==> config.mk <==
export PLATFORM = sky130hd
export DESIGN_NAME = stun_binding_response_parser
export DESIGN_NICKNAME = d
export VERILOG_FILES = /design/src/sv/sbrp_pkg.sv /design/src/sv/sbrp_parse_core.sv /design/src/sv/stun_binding_response_parser.sv
export SDC_FILE = /design/constraint.sdc
export NUM_CORES = 1
export LEC_CHECK = 0
export CAP_MARGIN = 10
export CORE_ASPECT_RATIO = 1.2
export CORE_MARGIN = 2
export CORE_UTILIZATION = 55
export DETAILED_ROUTE_END_ITERATION = 12
export DONT_BUFFER_PORTS = 1
export PLACE_DENSITY = 0.76
export SYNTH_ARGS = -nofsm -noshare
export SYNTH_HDL_FRONTEND = slang
export SYNTH_SLANG_ARGS = --single-unit
==> constraint.sdc <==
create_clock -name clk -period 26 [get_ports clk]
set_clock_uncertainty 0.05 [all_clocks]
set_input_delay 2.6 -clock clk [delete_from_list [all_inputs] [get_ports clk]]
set_output_delay 2.6 -clock clk [all_outputs]
set_load 0.1 [all_outputs]
==> src/sv/sbrp_pkg.sv <==
// ----------------------------------------------------------------------------
// sbrp_pkg
// Shared constants and types for the STUN binding response parser.
// ----------------------------------------------------------------------------
package sbrp_pkg;

  localparam logic [15:0] MSG_SUCCESS  = 16'h0101;
  localparam logic [31:0] COOKIE       = 32'h2112A442;
  localparam logic [15:0] KIND_MAPPED  = 16'h0001;
  localparam logic [15:0] KIND_XOR     = 16'h0020;
  localparam logic [7:0]  FAMILY_V4    = 8'h01;
  localparam int          HDR_LEN      = 20;
  localparam logic [15:0] MIN_ADDR_LEN = 16'd8;

  localparam int CFG_IDX_W = 2;
  localparam logic [CFG_IDX_W-1:0] REG_TXID_HIGH = 2'd0;
  localparam logic [CFG_IDX_W-1:0] REG_TXID_LOW  = 2'd1;

  localparam int STATUS_W = 3;
  localparam logic [STATUS_W-1:0] ST_OK        = 3'd0;
  localparam logic [STATUS_W-1:0] ST_SHORT     = 3'd1;
  localparam logic [STATUS_W-1:0] ST_HDR_BAD   = 3'd2;
  localparam logic [STATUS_W-1:0] ST_OVERRUN   = 3'd3;
  localparam logic [STATUS_W-1:0] ST_NO_ADDR   = 3'd4;
  localparam logic [STATUS_W-1:0] ST_TOO_LONG  = 3'd5;

  // output tdata: status[2:0], mapped_ip[34:3], mapped_port[50:35], from_xor[51]
  localparam int OUT_DATA_W = 56;

  typedef struct packed {
    logic                found;
    logic [STATUS_W-1:0] status;
    logic [31:0]         mapped_ip;
    logic [15:0]         mapped_port;
    logic                from_xor;
  } sbrp_result_t;

endpackage

==> src/sv/sbrp_parse_core.sv <==
// ----------------------------------------------------------------------------
// sbrp_parse_core
// Per-packet parse state: header check, attribute walk, address capture and
// final status, updated once per transferred byte.
// ----------------------------------------------------------------------------
module sbrp_parse_core
  import sbrp_pkg::*;
#(
  parameter int MAX_BYTES = 512
) (
  input  logic         clk,
  input  logic         rst_n,
  input  logic         step,
  input  logic [7:0]   data_byte,
  input  logic         last_byte,
  input  logic [31:0]  txid_high,
  input  logic [63:0]  txid_low,
  output sbrp_result_t result
);

  localparam int CNT_W = $clog2(MAX_BYTES + 2);
  localparam int END_W = ((CNT_W > 17) ? CNT_W : 17) + 1;
  localparam logic [CNT_W-1:0] CNT_MAX = CNT_W'(MAX_BYTES);
  localparam logic [CNT_W-1:0] CNT_HDR = CNT_W'(HDR_LEN);

  logic [CNT_W-1:0] byte_count_r, byte_count_nxt;
  logic             header_ok_r, header_ok_nxt;
  logic [CNT_W-1:0] attr_start_r, attr_start_nxt;
  logic [15:0]      attr_kind_r, attr_kind_nxt;
  logic [15:0]      attr_length_r, attr_length_nxt;
  logic             cand_valid_r, cand_valid_nxt;
  logic [47:0]      cand_addr_r, cand_addr_nxt;
  logic             match_done_r, match_done_nxt;
  logic [48:0]      match_addr_r, match_addr_nxt;

  logic [159:0]     hdr_exp;
  logic [4:0]       hdr_idx;
  logic [7:0]       hdr_byte;
  logic             hdr_any;
  logic [CNT_W-1:0] rel;
  logic             attr_act;
  logic [16:0]      padded;
  logic [END_W-1:0] end_pos;
  logic [END_W-1:0] p_plus1;
  logic             xor_form;
  logic [47:0]      addr_out;
  logic [CNT_W:0]   ovr_lim;

  assign hdr_exp  = {MSG_SUCCESS, 16'h0000, COOKIE, txid_high, txid_low};
  assign hdr_idx  = 5'(HDR_LEN - 1) - byte_count_r[4:0];
  assign hdr_byte = hdr_exp[hdr_idx*8 +: 8];
  assign hdr_any  = (byte_count_r[4:0] == 5'd2) || (byte_count_r[4:0] == 5'd3);
  assign rel      = byte_count_r - attr_start_r;
  assign attr_act = (byte_count_r < CNT_MAX) && (byte_count_r >= CNT_HDR) &&
                    !match_done_r && (byte_count_r >= attr_start_r);
  assign padded   = ({1'b0, attr_length_nxt} + 17'd3) & ~17'd3;
  assign end_pos  = END_W'(attr_start_r) + END_W'(4) + END_W'(padded);
  assign p_plus1  = END_W'(byte_count_r) + END_W'(1);
  assign xor_form = (attr_kind_nxt == KIND_XOR);
  assign addr_out = xor_form ? (cand_addr_nxt ^ {COOKIE[31:16], COOKIE}) : cand_addr_nxt;

  always_comb begin
    byte_count_nxt  = byte_count_r;
    header_ok_nxt   = header_ok_r;
    attr_start_nxt  = attr_start_r;
    attr_kind_nxt   = attr_kind_r;
    attr_length_nxt = attr_length_r;
    cand_valid_nxt  = cand_valid_r;
    cand_addr_nxt   = cand_addr_r;
    match_done_nxt  = match_done_r;
    match_addr_nxt  = match_addr_r;

    if (byte_count_r < CNT_HDR) begin
      if (!hdr_any && (hdr_byte != data_byte)) begin
        header_ok_nxt = 1'b0;
      end
    end

    if (attr_act) begin
      if (rel == CNT_W'(0)) begin
        attr_kind_nxt = {data_byte, 8'h00};
      end else if (rel == CNT_W'(1)) begin
        attr_kind_nxt = {attr_kind_r[15:8], data_byte};
      end else if (rel == CNT_W'(2)) begin
        attr_length_nxt = {data_byte, 8'h00};
      end else if (rel == CNT_W'(3)) begin
        attr_length_nxt = {attr_length_r[15:8], data_byte};
        cand_valid_nxt  = ((attr_kind_r == KIND_XOR) || (attr_kind_r == KIND_MAPPED)) &&
                          ({attr_length_r[15:8], data_byte} >= MIN_ADDR_LEN);
        cand_addr_nxt   = '0;
      end else if (rel == CNT_W'(5)) begin
        if (data_byte != FAMILY_V4) begin
          cand_valid_nxt = 1'b0;
        end
      end else if ((rel >= CNT_W'(6)) && (rel <= CNT_W'(11))) begin
        cand_addr_nxt = {cand_addr_r[39:0], data_byte};
      end

      if ((rel >= CNT_W'(3)) && (p_plus1 == end_pos)) begin
        if (cand_valid_nxt) begin
          match_addr_nxt = {xor_form, addr_out};
          match_done_nxt = 1'b1;
        end else begin
          attr_start_nxt = byte_count_r + CNT_W'(1);
          cand_valid_nxt = 1'b0;
          cand_addr_nxt  = '0;
        end
      end
    end

    if (byte_count_r <= CNT_MAX) begin
      byte_count_nxt = byte_count_r + CNT_W'(1);
    end
  end

  assign ovr_lim = {1'b0, attr_start_nxt} + (CNT_W+1)'(4);

  always_comb begin
    result = '0;
    if (byte_count_nxt > CNT_MAX) begin
      result.status = ST_TOO_LONG;
    end else if (byte_count_nxt < CNT_HDR) begin
      result.status = ST_SHORT;
    end else if (!header_ok_nxt) begin
      result.status = ST_HDR_BAD;
    end else if (match_done_nxt) begin
      result.status      = ST_OK;
      result.found       = 1'b1;
      result.mapped_ip   = match_addr_nxt[31:0];
      result.mapped_port = match_addr_nxt[47:32];
      result.from_xor    = match_addr_nxt[48];
    end else if (ovr_lim <= {1'b0, byte_count_nxt}) begin
      result.status = ST_OVERRUN;
    end else begin
      result.status = ST_NO_ADDR;
    end
  end

  always_ff @(posedge clk) begin
    if (!rst_n || (step && last_byte)) begin
      byte_count_r  <= '0;
      header_ok_r   <= 1'b1;
      attr_start_r  <= CNT_HDR;
      attr_kind_r   <= '0;
      attr_length_r <= '0;
      cand_valid_r  <= 1'b0;
      cand_addr_r   <= '0;
      match_done_r  <= 1'b0;
      match_addr_r  <= '0;
    end else if (step) begin
      byte_count_r  <= byte_count_nxt;
      header_ok_r   <= header_ok_nxt;
      attr_start_r  <= attr_start_nxt;
      attr_kind_r   <= attr_kind_nxt;
      attr_length_r <= attr_length_nxt;
      cand_valid_r  <= cand_valid_nxt;
      cand_addr_r   <= cand_addr_nxt;
      match_done_r  <= match_done_nxt;
      match_addr_r  <= match_addr_nxt;
    end
  end

endmodule

==> src/sv/stun_binding_response_parser.sv <==
// ----------------------------------------------------------------------------
// stun_binding_response_parser
// Byte-stream STUN binding response parser returning the mapped IPv4 address.
// ----------------------------------------------------------------------------
//  channel | direction | tdata                           | tuser | tlast
//  in_     | slave     | data_byte                       | -     | last_byte
//  out_    | master    | status, ip, port, from_xor      | found | -
//  cfg_    | write     | wdata = txid_high / txid_low    | -     | -
//
// One byte per cycle sustained unless a last byte waits on a stalled output.
// A transferred byte waits in the input register and is parsed from there;
// the result of a last byte is registered in the output register as that
// byte is parsed. Reset is synchronous and clears the packet state. A stalled
// output holds only a last byte back; other bytes flow into the parse state.
// ----------------------------------------------------------------------------
module stun_binding_response_parser
  import sbrp_pkg::*;
#(
  parameter int MAX_BYTES = 512
) (
  input  logic                  clk,
  input  logic                  rst_n,
  input  logic                  in_tvalid,
  output logic                  in_tready,
  input  logic [7:0]            in_tdata,   // data_byte[7:0]
  input  logic                  in_tlast,
  output logic                  out_tvalid,
  input  logic                  out_tready,
  output logic [OUT_DATA_W-1:0] out_tdata,  // status[2:0], mapped_ip[34:3],
                                            // mapped_port[50:35], from_xor[51]
  output logic                  out_tuser,  // found
  input  logic                  cfg_wr_en,
  input  logic [CFG_IDX_W-1:0]  cfg_addr,
  input  logic [63:0]           cfg_wdata
);

  logic [31:0]  txid_high_r;
  logic [63:0]  txid_low_r;
  logic         in_valid_r;
  logic [7:0]   in_byte_r;
  logic         in_last_r;
  logic         step;
  logic         out_valid_r;
  sbrp_result_t out_res_r;
  sbrp_result_t core_res;

  always_ff @(posedge clk) begin
    if (!rst_n) begin
      txid_high_r <= '0;
      txid_low_r  <= '0;
    end else if (cfg_wr_en) begin
      if (cfg_addr == REG_TXID_HIGH) begin
        txid_high_r <= cfg_wdata[31:0];
      end else if (cfg_addr == REG_TXID_LOW) begin
        txid_low_r <= cfg_wdata;
      end
    end
  end

  assign step      = in_valid_r && (!in_last_r || !out_valid_r || out_tready);
  assign in_tready = !in_valid_r || step;

  always_ff @(posedge clk) begin
    if (!rst_n) begin
      in_valid_r <= 1'b0;
    end else if (in_tready) begin
      in_valid_r <= in_tvalid;
    end
  end

  always_ff @(posedge clk) begin
    if (in_tready && in_tvalid) begin
      in_byte_r <= in_tdata;
      in_last_r <= in_tlast;
    end
  end

  sbrp_parse_core #(
    .MAX_BYTES(MAX_BYTES)
  ) u_core (
    .clk       (clk),
    .rst_n     (rst_n),
    .step      (step),
    .data_byte (in_byte_r),
    .last_byte (in_last_r),
    .txid_high (txid_high_r),
    .txid_low  (txid_low_r),
    .result    (core_res)
  );

  always_ff @(posedge clk) begin
    if (!rst_n) begin
      out_valid_r <= 1'b0;
    end else if (step && in_last_r) begin
      out_valid_r <= 1'b1;
    end else if (out_tready) begin
      out_valid_r <= 1'b0;
    end
  end

  always_ff @(posedge clk) begin
    if (step && in_last_r) begin
      out_res_r <= core_res;
    end
  end

  assign out_tvalid = out_valid_r;
  assign out_tuser  = out_res_r.found;
  assign out_tdata  = {4'b0000, out_res_r.from_xor, out_res_r.mapped_port,
                       out_res_r.mapped_ip, out_res_r.status};

endmodule

Word level (Yosys, flattened, before mapping)
Index checks and enable logic that the tools add are counted.

cells by class
  shifts and indexed selects = 1
  equal/unequal tests = 13
  mux-type cells = 46
  reductions and logical operators = 31
  add/sub/neg operators = 8
  bitwise gates (word level) = 4
  $lt $le $gt $ge = 12

operator list
  operator                                                                 number
  48-bit 2-to-1 mux                                                        9
  160-bit by 9-bit variable part select with 8-bit output                  1
  49-bit 2-to-1 mux                                                        3
  16-bit 2-to-1 mux                                                        6
  46-bit 2-to-1 mux                                                        1
  10-bit 2-to-1 mux                                                        4
  16-bit by 6-bit equality test with 1-bit output (second input constant)  2
  10-bit by 3-bit adder with 11-bit output (second input constant)         2
  10-bit by 2-bit equality test with 1-bit output (second input constant)  2
  10-bit by 5-bit < comparator with 1-bit output (second input constant)   2
  18-bit by 17-bit adder with 18-bit output                                1
  18-bit equality test                                                     1
  16-bit by 2-bit adder with 17-bit output (second input constant)         1
  1-bit 2-to-1 mux                                                         17
  16-bit by 1-bit equality test with 1-bit output (second input constant)  1
  16-bit by 4-bit >= comparator with 1-bit output (second input constant)  1
  8-bit 2-to-1 mux                                                         2
  13-bit NOT                                                               1
  3-bit 2-to-1 mux                                                         4
  10-bit by 1-bit adder with 11-bit output (second input constant)         1
  11-bit by 10-bit less-or-equal comparator with 1-bit output              1
  10-bit by 1-bit adder with 10-bit output (second input constant)         1
  10-bit by 1-bit equality test with 1-bit output (second input constant)  1
  10-bit by 3-bit equality test with 1-bit output (second input constant)  1
  other kinds (26)                                                         49

storage, ports and cells
  logic and storage cells = 136
  bits of input ports = 80
  register bits = 312
  output and inout port bits = 59

Depth between registers and ports, before layout
Gate-level depths: netlist (run 1).

  depth in word-level cells = 19
  depth in mapped cells = 46

Hierarchy
From an unflattened synthesis (run 1), not the netlist that was laid out.

second synthesis, totals
  cells, all modules = 1,828
  area, all modules = 16,948.8 um2

modules (own cells, without submodules)
  module                        seq. area each (um2)  cells each  area each (um2)  instances
  sbrp_parse_core               3,042.9               1,366       11,189.5         1
  stun_binding_response_parser  3,823.7               462         5,759.3          1

Least setup slack after synthesis (run 1)
OpenSTA, ideal clock, no wires.

  kind = reg2reg
  from = reg u_core.byte_count_r[0]
  to = reg out_res_r, in the netlist out_tdata[0] (data pin)
  path buffers = 5
  cell stages (with the launch flop) = 45
  path slack = 15.620 ns
  arrival time = 10.142 ns
  data required time = 25.762 ns
  clock period less this slack = 10.380 ns
  setup time = 0.188 ns
  path through = dfxtp_1 -> clkbuf_1 -> clkbuf_1 -> clkbuf_1 -> inv_1 -> ha_1 -> fa_1 -> nand2b_1 -> a211o_1 -> and2_1 -> a2111o_1 -> or3_1 -> buf_2 -> nor2_1 -> nand3_1 -> o31a_1 -> nor3_1 -> nor2_1 -> [... 9 more ...] -> o211ai_4 -> nor3_2 -> clkbuf_1 -> nand2_1 -> o21ai_0 -> ha_1 -> nand2_1 -> nor2_1 -> xor2_1 -> a21oi_1 -> ha_1 -> nor2b_1 -> o21a_1 -> o21a_1 -> o21a_1 -> o32ai_1 -> o31ai_1 -> o41ai_1

on the way
  word-level cells in the longest chain between the ends = 18

ends and longest elaborated chain
  element                                                        line                                 text
  start: declaration                                             sbrp_parse_core.sv:26                logic [CNT_W-1:0] byte_count_r, byte_count_nxt;
  start signal: assignment                                       sbrp_parse_core.sv:151               byte_count_r <= byte_count_nxt;
  10-bit subtractor                                              sbrp_parse_core.sv:53                assign rel = byte_count_r - attr_start_r;
  10-bit by 2-bit equality test with 1-bit output                sbrp_parse_core.sv:86                end else if (rel == CNT_W'(3)) begin
  8-bit 2-to-1 mux                                               sbrp_parse_core.sv:86
  16-bit 2-to-1 mux                                              sbrp_parse_core.sv:84                end else if (rel == CNT_W'(2)) begin
  16-bit 2-to-1 mux                                              sbrp_parse_core.sv:82                end else if (rel == CNT_W'(1)) begin
  16-bit 2-to-1 mux                                              sbrp_parse_core.sv:80                if (rel == CNT_W'(0)) begin
  16-bit 2-to-1 mux                                              sbrp_parse_core.sv:79                if (attr_act) begin
  16-bit by 2-bit adder with 17-bit output                       sbrp_parse_core.sv:56                assign padded = ({1'b0, attr_length_nxt} + 17'd3) & ~17'd3;
  [... 3 more ...]                                               --
  10-bit 2-to-1 mux                                              sbrp_parse_core.sv:99                if ((rel >= CNT_W'(3)) && (p_plus1 == end_pos)) begin
  10-bit 2-to-1 mux *                                            sbrp_parse_core.sv:79
  named net u_core.attr_start_nxt[3]                             sbrp_parse_core.sv:28                logic [CNT_W-1:0] attr_start_r, attr_start_nxt;
  10-bit by 3-bit adder with 11-bit output *                     sbrp_parse_core.sv:116               assign ovr_lim = {1'b0, attr_start_nxt} + (CNT_W+1)'(4);
  11-bit by 10-bit less-or-equal comparator with 1-bit output *  sbrp_parse_core.sv:132               end else if (ovr_lim <= {1'b0, byte_count_nxt}) begin
  3-bit 2-to-1 mux *                                             sbrp_parse_core.sv:132
  3-bit 2-to-1 mux *                                             sbrp_parse_core.sv:126               end else if (match_done_nxt) begin
  3-bit 2-to-1 mux *                                             sbrp_parse_core.sv:124               end else if (!header_ok_nxt) begin
  end signal: assignment                                         stun_binding_response_parser.sv:103  out_res_r <= core_res;
  end: declaration                                               stun_binding_response_parser.sv:44   sbrp_result_t out_res_r;

The timed path passes the listed nets; every way through them passes the cells marked *. The select of a mux whose other input is x is not followed.
A chain may end at the register's enable or synchronous reset.

Worst setup path in the final report (run 1)
  from = reg u_core.byte_count_r[2]
  to = reg out_res_r, in the netlist out_tdata[0] (data pin)

Same word-level chain as after synthesis.

==> out/metrics.cfg, run 1 <==
[finish]
layout_commonest_cell=nand2_1
final_net_count=1931
seq_area_um2=6870
multi_input_area_um2=8920
final.fill_count=2606
final_cell_mix=nand2_1, dfxtp_1, a21oi_1
area_delta_synth_final_pct=6.88
drive_above_1_share_pct=7.03
n_antenna_cell=0

[global_route]
grt_pass1_vias=13168
grt_pass1_wl_um=67500
grt_max_degree=102
antenna_found_initial=1
grt_usage_pct=26.1
overflow=0

[sta]
timing.fmax_mhz=98.5
slew_violations=0
rsz0062_at_grt=no
min_period_ps=10150
fin_crit_sh_pct=39.0
slew_headroom_pct=20.8
finalSetupTns_ps=0
tightest_slew_ps=1180
hold_ws_ps=401
setup_viol=0
report.final.hold_viol_count=0

[synthesis]
ys_seq_elements=312
synth_area_leader_cell=dfxtp_1
synthArstFlopShare_pct=0
synth_area_per_cell_um2=8.65
synth_edf_count=62
synth_warnings=0
synth_top_area_share_pct=30.4
synth_area_leaders=dfxtp_1, edfxtp_1, nand2_1
ys.flop_type=dfxtp_1
netlist_area_um2=16400
synth.distinct_cells=76
synth-seq-area-share_pct=41.7
syn_inst=1901

[pwr]
ir_drop_uv=54.6
p_int_uw=777
p_clk_share_pct=44.7
p_sw_share_pct=23.1
power_density_nw_per_um2=57.5
cellLeakagePower_nw=5.88
p_sw_uw=233
p_seq_share_pct=50.5
total_power_mw=1.01
combPwrFrac_pct=4.8

[critical_path]
cp.required_ps=26340
cp-start-kind=flip-flop
cpPeakStageDelay_ps=860
cp_max_fo=19
arrival_ps=10490
crit_slowest_cell=nor3_2
endpoint_kind=flip-flop
path_common_cell=nor2_1
worstSetupPathType=reg2reg

[die]
pin_count=139
dieWidth_um=162
dieHeight_um=193
core_area_um2=29500
start_util_pct=55.7
die_area_um2=31300
row_count=69

[clock_tree]
clkTransAtPathRegs_ps=70
cts_root_buf=clkbuf_16
cts_buffers=31
cts_sinks=312
post_cts_buffers=0
clock_latency_ps=580
cts_resized=0
cts_max_level=1
holdBufCountCts=0
cts_tree=done
cts_buffer_depth=3

[drt]
drc=0
dr.first_iter.drc_count=1035
firstDrtPassIters=6
top_layer_used=met5
wl_met2_um=20200
viasPerCell=6.05
vias=13451
dr_wl_met3_um=2700
met1_length_um=16800
finalWirelength_um=41500
final_antenna_net_count=0
routedWlPerCell_um=18.7

[placed_design]
hpwl_um=28300
portBuffers=0
gp_congestion=0.930

[min_path]
min_path_type=reg2reg

[flow_run]
maxCapViolCount=0

[status]
status=finished clean

==> critical path, delay by kind of cell (launching register included) <==
kind | cells | cell delay (ps)
buf+inv | 1 | 80
simple gates | 13 | 3600
mux | 1 | 370
flops | 1 | 810
compound gates | 16 | 3400
fa+ha+maj | 4 | 1300
xor+xnor | 2 | 330
==> metrics by stage <==
stage	util [%]	instance area, um^2	worst slack (ps)	instances
after floorplan	-	16500	15620	1904
after global placement	56.0	16500	16240	2167
after detailed placement	56.0	16500	15940	2167
after CTS	59.5	17600	15930	2225
after global routing	59.5	17600	14870	2225
final	59.5	17600	15850	2225
==> layer usage <==
layer | GRT usage, % | up-vias
met5 | 0 | -
met4 | 12.0 | 2
met3 | 4.52 | 100
met2 | 44.1 | 455
met1 | 32.3 | 6379
li1 | - | 6515
==> layout make-up <==
type                       instances  share of cell area [%]
clock buffer                      53                    5.69
clock inverter                     5                   0.249
inverter                          25                   0.534
multi-input combinational       1418                    50.7
sequential                       312                    39.1
tap                              390                    2.78
timing repair buffer              22                   0.940
==> flip-flops by register name, summed over array words and instances (netlist names) <==
name,count
txid_low_r,64
out_tdata,52
u_core.match_addr_r,49
u_core.cand_addr_r,48
txid_high_r,32
u_core.attr_kind_r,16
u_core.attr_length_r,16
u_core.attr_start_r,10
u_core.byte_count_r,10
in_byte_r,8
in_last_r,1
in_valid_r,1
out_tuser,1
out_tvalid,1
u_core.cand_valid_r,1
u_core.header_ok_r,1
u_core.match_done_r,1
==> worst paths after layout <==
kind | from | end | slack, ps | depth (start not counted)
min | u_core.match_addr_r[18] | u_core.match_addr_r[18] | 400 | 2
max | u_core.byte_count_r[2] | out_tdata[0] | 15850 | 37
min reg2reg | u_core.match_addr_r[18] | u_core.match_addr_r[18] | 400 | 2
max reg2reg | u_core.byte_count_r[2] | out_tdata[0] | 15850 | 37
==> kinds of logic (layout without fill, tap and decap cells) <==
kind of cell	after synthesis	count (layout)	synth area share [%]
AO/OA/AOI/OAI	461	461	18.5
XOR/XNOR	82	82	4.37
adder cells (fa/ha/maj)	41	41	3.21
buffers and inverters	174	105	4.36
flip-flops	312	312	41.7
multiplexers	89	89	7.28
other	1	4	0.0228
AND/OR/NAND/NOR	741	741	20.5
==> cells in the mapped netlist, types with 10 or more instances <==
cell type,number
a211oi_1,37
a21boi_0,98
a21o_1,10
a21oi_1,175
a32o_1,31
buf_2,18
clkbuf_1,115
dfxtp_1,250
edfxtp_1,62
ha_1,39
inv_1,24
mux2i_1,60
mux4_2,24
nand2_1,403
nand2b_1,11
nand3_1,31
nor2_1,110
nor2b_1,11
nor3_1,30
nor4_1,14
o21a_1,10
o21ai_0,46
or3_1,72
xnor2_1,50
xor2_1,32
==> power groups by stage <==
| stage | Sequential (mW) | Clock [mW] | Combinational, mW |
|---|---|---|---|
| global placement | 0.520 | 0 | 0.0477 |
| detailed placement | 0.521 | 0 | 0.0486 |
| CTS | 0.510 | 0.458 | 0.0488 |
| global route | 0.511 | 0.480 | 0.0533 |
| floorplan | 0.517 | 0 | 0.0405 |
| finish | 0.510 | 0.452 | 0.0486 |
No activity file was read; power rests on OpenSTA's default activity.
==> run 2, diff against run 1 <==
clock period = 10.15 ns   (was 26 ns; I/O delays follow)
==> run 2 against run 1 <==
Against the previous run:
- die area unchanged
- clock power rose to 2.7 times the previous value
- combinational power rose to 2.6 times the previous value
- sequential share of layout area down 0.25 points
- register-to-register slack worse by 15000 ps
- critical path type unchanged
- critical endpoint unchanged
- largest cell class unchanged
- highest routed layer unchanged
==> out/metrics.cfg, run 2 (synthesis gave the netlist of run 1 again) <==
[critical_path]
timing.rr.end=out_tdata[0]
endpoint_kind=flip-flop
arrival_ps=9630
cp.required_ps=10420
critPathLaunch=u_core.byte_count_r[0]
cpPeakStageDelay_ps=510
crit_slowest_cell=or3_1
rr_worst_depth=40
cp-start-kind=flip-flop
rrSetupSlack_ps=790
cp_max_fo=16
worstSetupPathType=reg2reg
worstReg2RegStart=u_core.byte_count_r[0]

[global_route]
grt_usage_pct=26.3
antenna_found_initial=3
met2_usage_pct=45.8
grt_util_met3_pct=4.52
grt_pass1_wl_um=67400
overflow=0
grt_busiest_layer=met2
gr-usage-met1_pct=32.7
grt_max_degree=102
grt_pass1_vias=12814

[finish]
area_delta_synth_final_pct=7.56
largest_register=txid_low_r
layout_commonest_cell=nand2_1
drive_above_1_share_pct=7.44
final_cell_mix=nand2_1, dfxtp_1, a21oi_1
final_net_count=1939
largest_reg_flops=64

[clock_tree]
clock_latency_ps=520
cts_sinks=312
cts_root_buf=clkbuf_16
cts_resized=0
post_cts_buffers=0
cts_max_level=2
clkTransAtPathRegs_ps=60
holdBufCountCts=0
cts_tree=done
cts_buffers=34
cts_buffer_depth=3

[pwr]
cellLeakagePower_nw=5.93
ir_drop_uv=142
power_density_nw_per_um2=151

[min_path]
hp-start=u_core.match_addr_r[25]
min_to=u_core.match_addr_r[25]
min_path_type=reg2reg
min_path_cells=2

[drt]
vias=13418
dr.first_iter.drc_count=1024
finalWirelength_um=42100
firstDrtPassIters=5
viasPerCell=6.01
routedWlPerCell_um=18.8
drc=0
final_antenna_net_count=0

[sta]
finalSetupTns_ps=0
min_period_ps=9360
tightest_slew_ps=1160
slew_headroom_pct=22.7
setup_viol=0
timing.fmax_mhz=107
rsz0062_at_grt=no
slew_violations=0
fin_crit_sh_pct=92.2
report.final.hold_viol_count=0
fin_ws_ps=790

[die]
row_count=69
dieWidth_um=162
start_util_pct=55.7
core_area_um2=29500
dieHeight_um=193
pin_count=139
die_area_um2=31300

[placed_design]
pre_cts_ws_ps=914
hpwl_um=28500
gp_congestion=0.927
portBuffers=0

[flow_run]
maxCapViolCount=0

[status]
status=finished clean

[run 2: cell count changes in the layout (fill, tap and decap cells not counted), sizes merged]
cell	previous run	this run
buf	22	27
clkbuf	53	50
bufinv	0	2
clkinv	5	6
clkinvlp	0	1
diode	0	1
inv	25	26
[run 2: worst max-delay path by stage]
stage | end | slack, ps
floorplan | out_tdata[0] | 200
global placement | out_tdata[0] | 1080
detailed placement | out_tdata[0] | 910
CTS | out_tdata[0] | 840
global route | out_tdata[0] | 50
finish | out_tdata[0] | 790
[run 2: metrics by stage]
stage | area (um^2) | utilization [%] | instances | power [mW] | hold slack (ps)
6_report | 17700 | 59.9 | 2233 | 2.67 | 400
5_1_grt | 17700 | 59.9 | 2233 | 2.75 | 418
4_1_cts | 17700 | 59.9 | 2232 | 2.69 | 402
3_5_place_dp | 16600 | 56.1 | 2172 | 1.46 | 393
3_3_place_gp | 16600 | 56.1 | 2172 | 1.46 | 388
2_1_floorplan | 16500 | - | 1904 | 1.43 | 382
[run 2: power breakdown]
group          switching, mW  total, mW  internal [mW]  leakage [nW]
clock                  0.509       1.24          0.729         0.545
combinational         0.0862      0.128         0.0420          2.69
sequential            0.0254       1.31           1.28          2.69
total                  0.620       2.67           2.05          5.93
[run 2: worst max-delay path: cells and delay by family, from the launching register on]
| kind | cells | cell delay [ps] |
|---|---|---|
| compound gates | 17 | 3710 |
| xor+xnor | 2 | 330 |
| fa+ha+maj | 5 | 1590 |
| buf+inv | 3 | 430 |
| flops | 1 | 320 |
| mux | 1 | 310 |
| simple gates | 12 | 2400 |
[run 2: final cells by class]
cell class                      count  area, um^2
Sequential cell                   312        6870
Antenna cell                        1        2.50
Inverter                           25        93.8
Fill cell                        2593       11800
Clock inverter                     10         136
Clock buffer                       50         981
Timing Repair Buffer               27         203
Tap cell                          390         488
Multi-Input combinational cell   1418        8920
[run 2: layer usage]
layer	vias up	share of wire (%)	wire length, um
met5	-	0.064	27
li1	6524	-	-
met3	88	5.1	2150
met4	4	3.4	1420
met1	6415	41	17300
met2	387	50	21100
==> run 3, diff against run 2 <==
CORE_ASPECT_RATIO = 1.5   (was 1.2)
CTS_CLUSTER_SIZE = 8   (was default)
==> run 3 against run 2 <==
Against the previous run:
- final cell count rose by 0.40%
- utilization rose by 0.54 points
- sequential power barely moved
- critical path type unchanged
- via count rose by 0.58%
- critical endpoint unchanged
- maximum frequency fell by 0.73%
- register-to-register slack got worse by 70 ps
- non-clock buffer count fell by 2
==> out/metrics.cfg, run 3 (synthesis gave the netlist of run 1 again) <==
[finish]
drive_above_1_share_pct=7.20
fin_cells=2242
n_antenna_cell=0
fin_util_pct=60.5
area_delta_synth_final_pct=8.37
largest_reg_flops=64
largest_register=txid_low_r
final_cell_mix=nand2_1, dfxtp_1, a21oi_1
layout_commonest_cell=nand2_1
final_net_count=1947

[critical_path]
cpPeakStageDelay_ps=520
cp.required_ps=10450
endpoint_kind=flip-flop
critPathTopFamily=compound AO/OA/AOI/OAI gates
crit_buf_inv=3
arrival_ps=9730
rrSetupSlack_ps=720
cp-start-kind=flip-flop
worstSetupPathType=reg2reg
crit_slowest_cell=a2111o_1
cp_max_fo=18
path_common_cell=o21a_1

[global_route]
grt_usage_pct=26.5
overflow=0
grt_pass1_wl_um=68100
grt_pass1_vias=13272
grt_max_degree=102
antenna_found_initial=0

[drt]
dr_wl_met3_um=2070
firstDrtPassIters=5
drc=0
viasPerCell=6.02
finalWirelength_um=41900
vias=13496
final_antenna_net_count=0
dr.first_iter.drc_count=800
routedWlPerCell_um=18.7
wl_met2_um=21700
top_layer_used=met4
met1_length_um=15700

[die]
dieHeight_um=216
start_util_pct=55.8
pin_count=139
core_area_um2=29500
die_area_um2=31300
row_count=77
dieWidth_um=145

[sta]
min_period_ps=9430
fin_crit_sh_pct=92.9
finalSetupTns_ps=0
setup_viol=0
slew_violations=0
tightest_slew_ps=1160
slew_headroom_pct=22.8
timing.fmax_mhz=106
rsz0062_at_grt=no
report.final.hold_viol_count=0
hold_ws_ps=399

[pwr]
total_power_mw=2.78
cellLeakagePower_nw=6.00
ir_drop_uv=138
power_density_nw_per_um2=156

[clock_tree]
cts_max_level=2
clkTransAtPathRegs_ps=50
cts_resized=0
cts_buffers=44
cts_root_buf=clkbuf_16
post_cts_buffers=0
holdBufCountCts=0
cts_tree=done
cts_sinks=312
clock_latency_ps=550
cts_buffer_depth=3

[placed_design]
hpwl_um=28600
gp_congestion=0.932
portBuffers=0
dp_cells=2175

[flow_run]
maxCapViolCount=0

[min_path]
min_path_type=reg2reg

[status]
status=finished clean

-- run 3: cell types whose count changed in the layout (fill, tap and decap cells not counted), moves of 2 or more --
cell       delta
clkbuf_16    +12
clkbuf_1     +11
clkbuf_8      -7
clkinv_2      -3
buf_4         -2
bufinv_16     -2
-- run 3: path summary, 6_finish.rpt --
| check | startpoint | to | depth (start not counted) |
|---|---|---|---|
| max | u_core.byte_count_r[0] | out_tdata[0] | 40 |
| min | u_core.match_addr_r[12] | u_core.match_addr_r[12] | 2 |
| max reg2reg | u_core.byte_count_r[0] | out_tdata[0] | 40 |
| min reg2reg | u_core.match_addr_r[12] | u_core.match_addr_r[12] | 2 |
-- run 3: power breakdown --
part           switching [mW]  internal [mW]
clock network           0.522          0.820
logic                  0.0842         0.0421
registers              0.0265           1.28
total                   0.633           2.14
-- run 3: per-layer routing --
layer	track usage, %	vias to the layer above
li1	-	6542
met2	48.4	412
met3	4.23	133
met5	0	-
met4	15.2	0
met1	29.1	6409
-- run 3: area by class of cell --
cell class / instances / area [um^2]
sequential: 312 / 6870
timing repair buffer: 25 / 188
inverter: 25 / 93.8
clock buffer: 66 / 1230
multi-input combinational: 1418 / 8940
tap: 395 / 494
fill: 2604 / 11700
clock inverter: 1 / 16.3
-- run 3: worst register-to-register path, delay by kind of cell, from the launching register on --
kind                     cells  cell delay (ps)
buffers and inverters        3              420
AND/OR/NAND/NOR             11             2120
AO/OA/AOI/OAI               19             4210
adder cells (fa/ha/maj)      5             1670
multiplexers                 1              300
flip-flops                   1              330
XOR/XNOR                     1              160
-- run 3: per-stage QoR --
| stage | setup WS [ps] | instance area (um^2) |
|---|---|---|
| 3_3_place_gp | 1050 | 16600 |
| 5_1_grt | 33.6 | 17800 |
| 2_1_floorplan | 196 | 16500 |
| 6_report | 721 | 17800 |
| 3_5_place_dp | 722 | 16600 |
| 4_1_cts | 599 | 17800 |
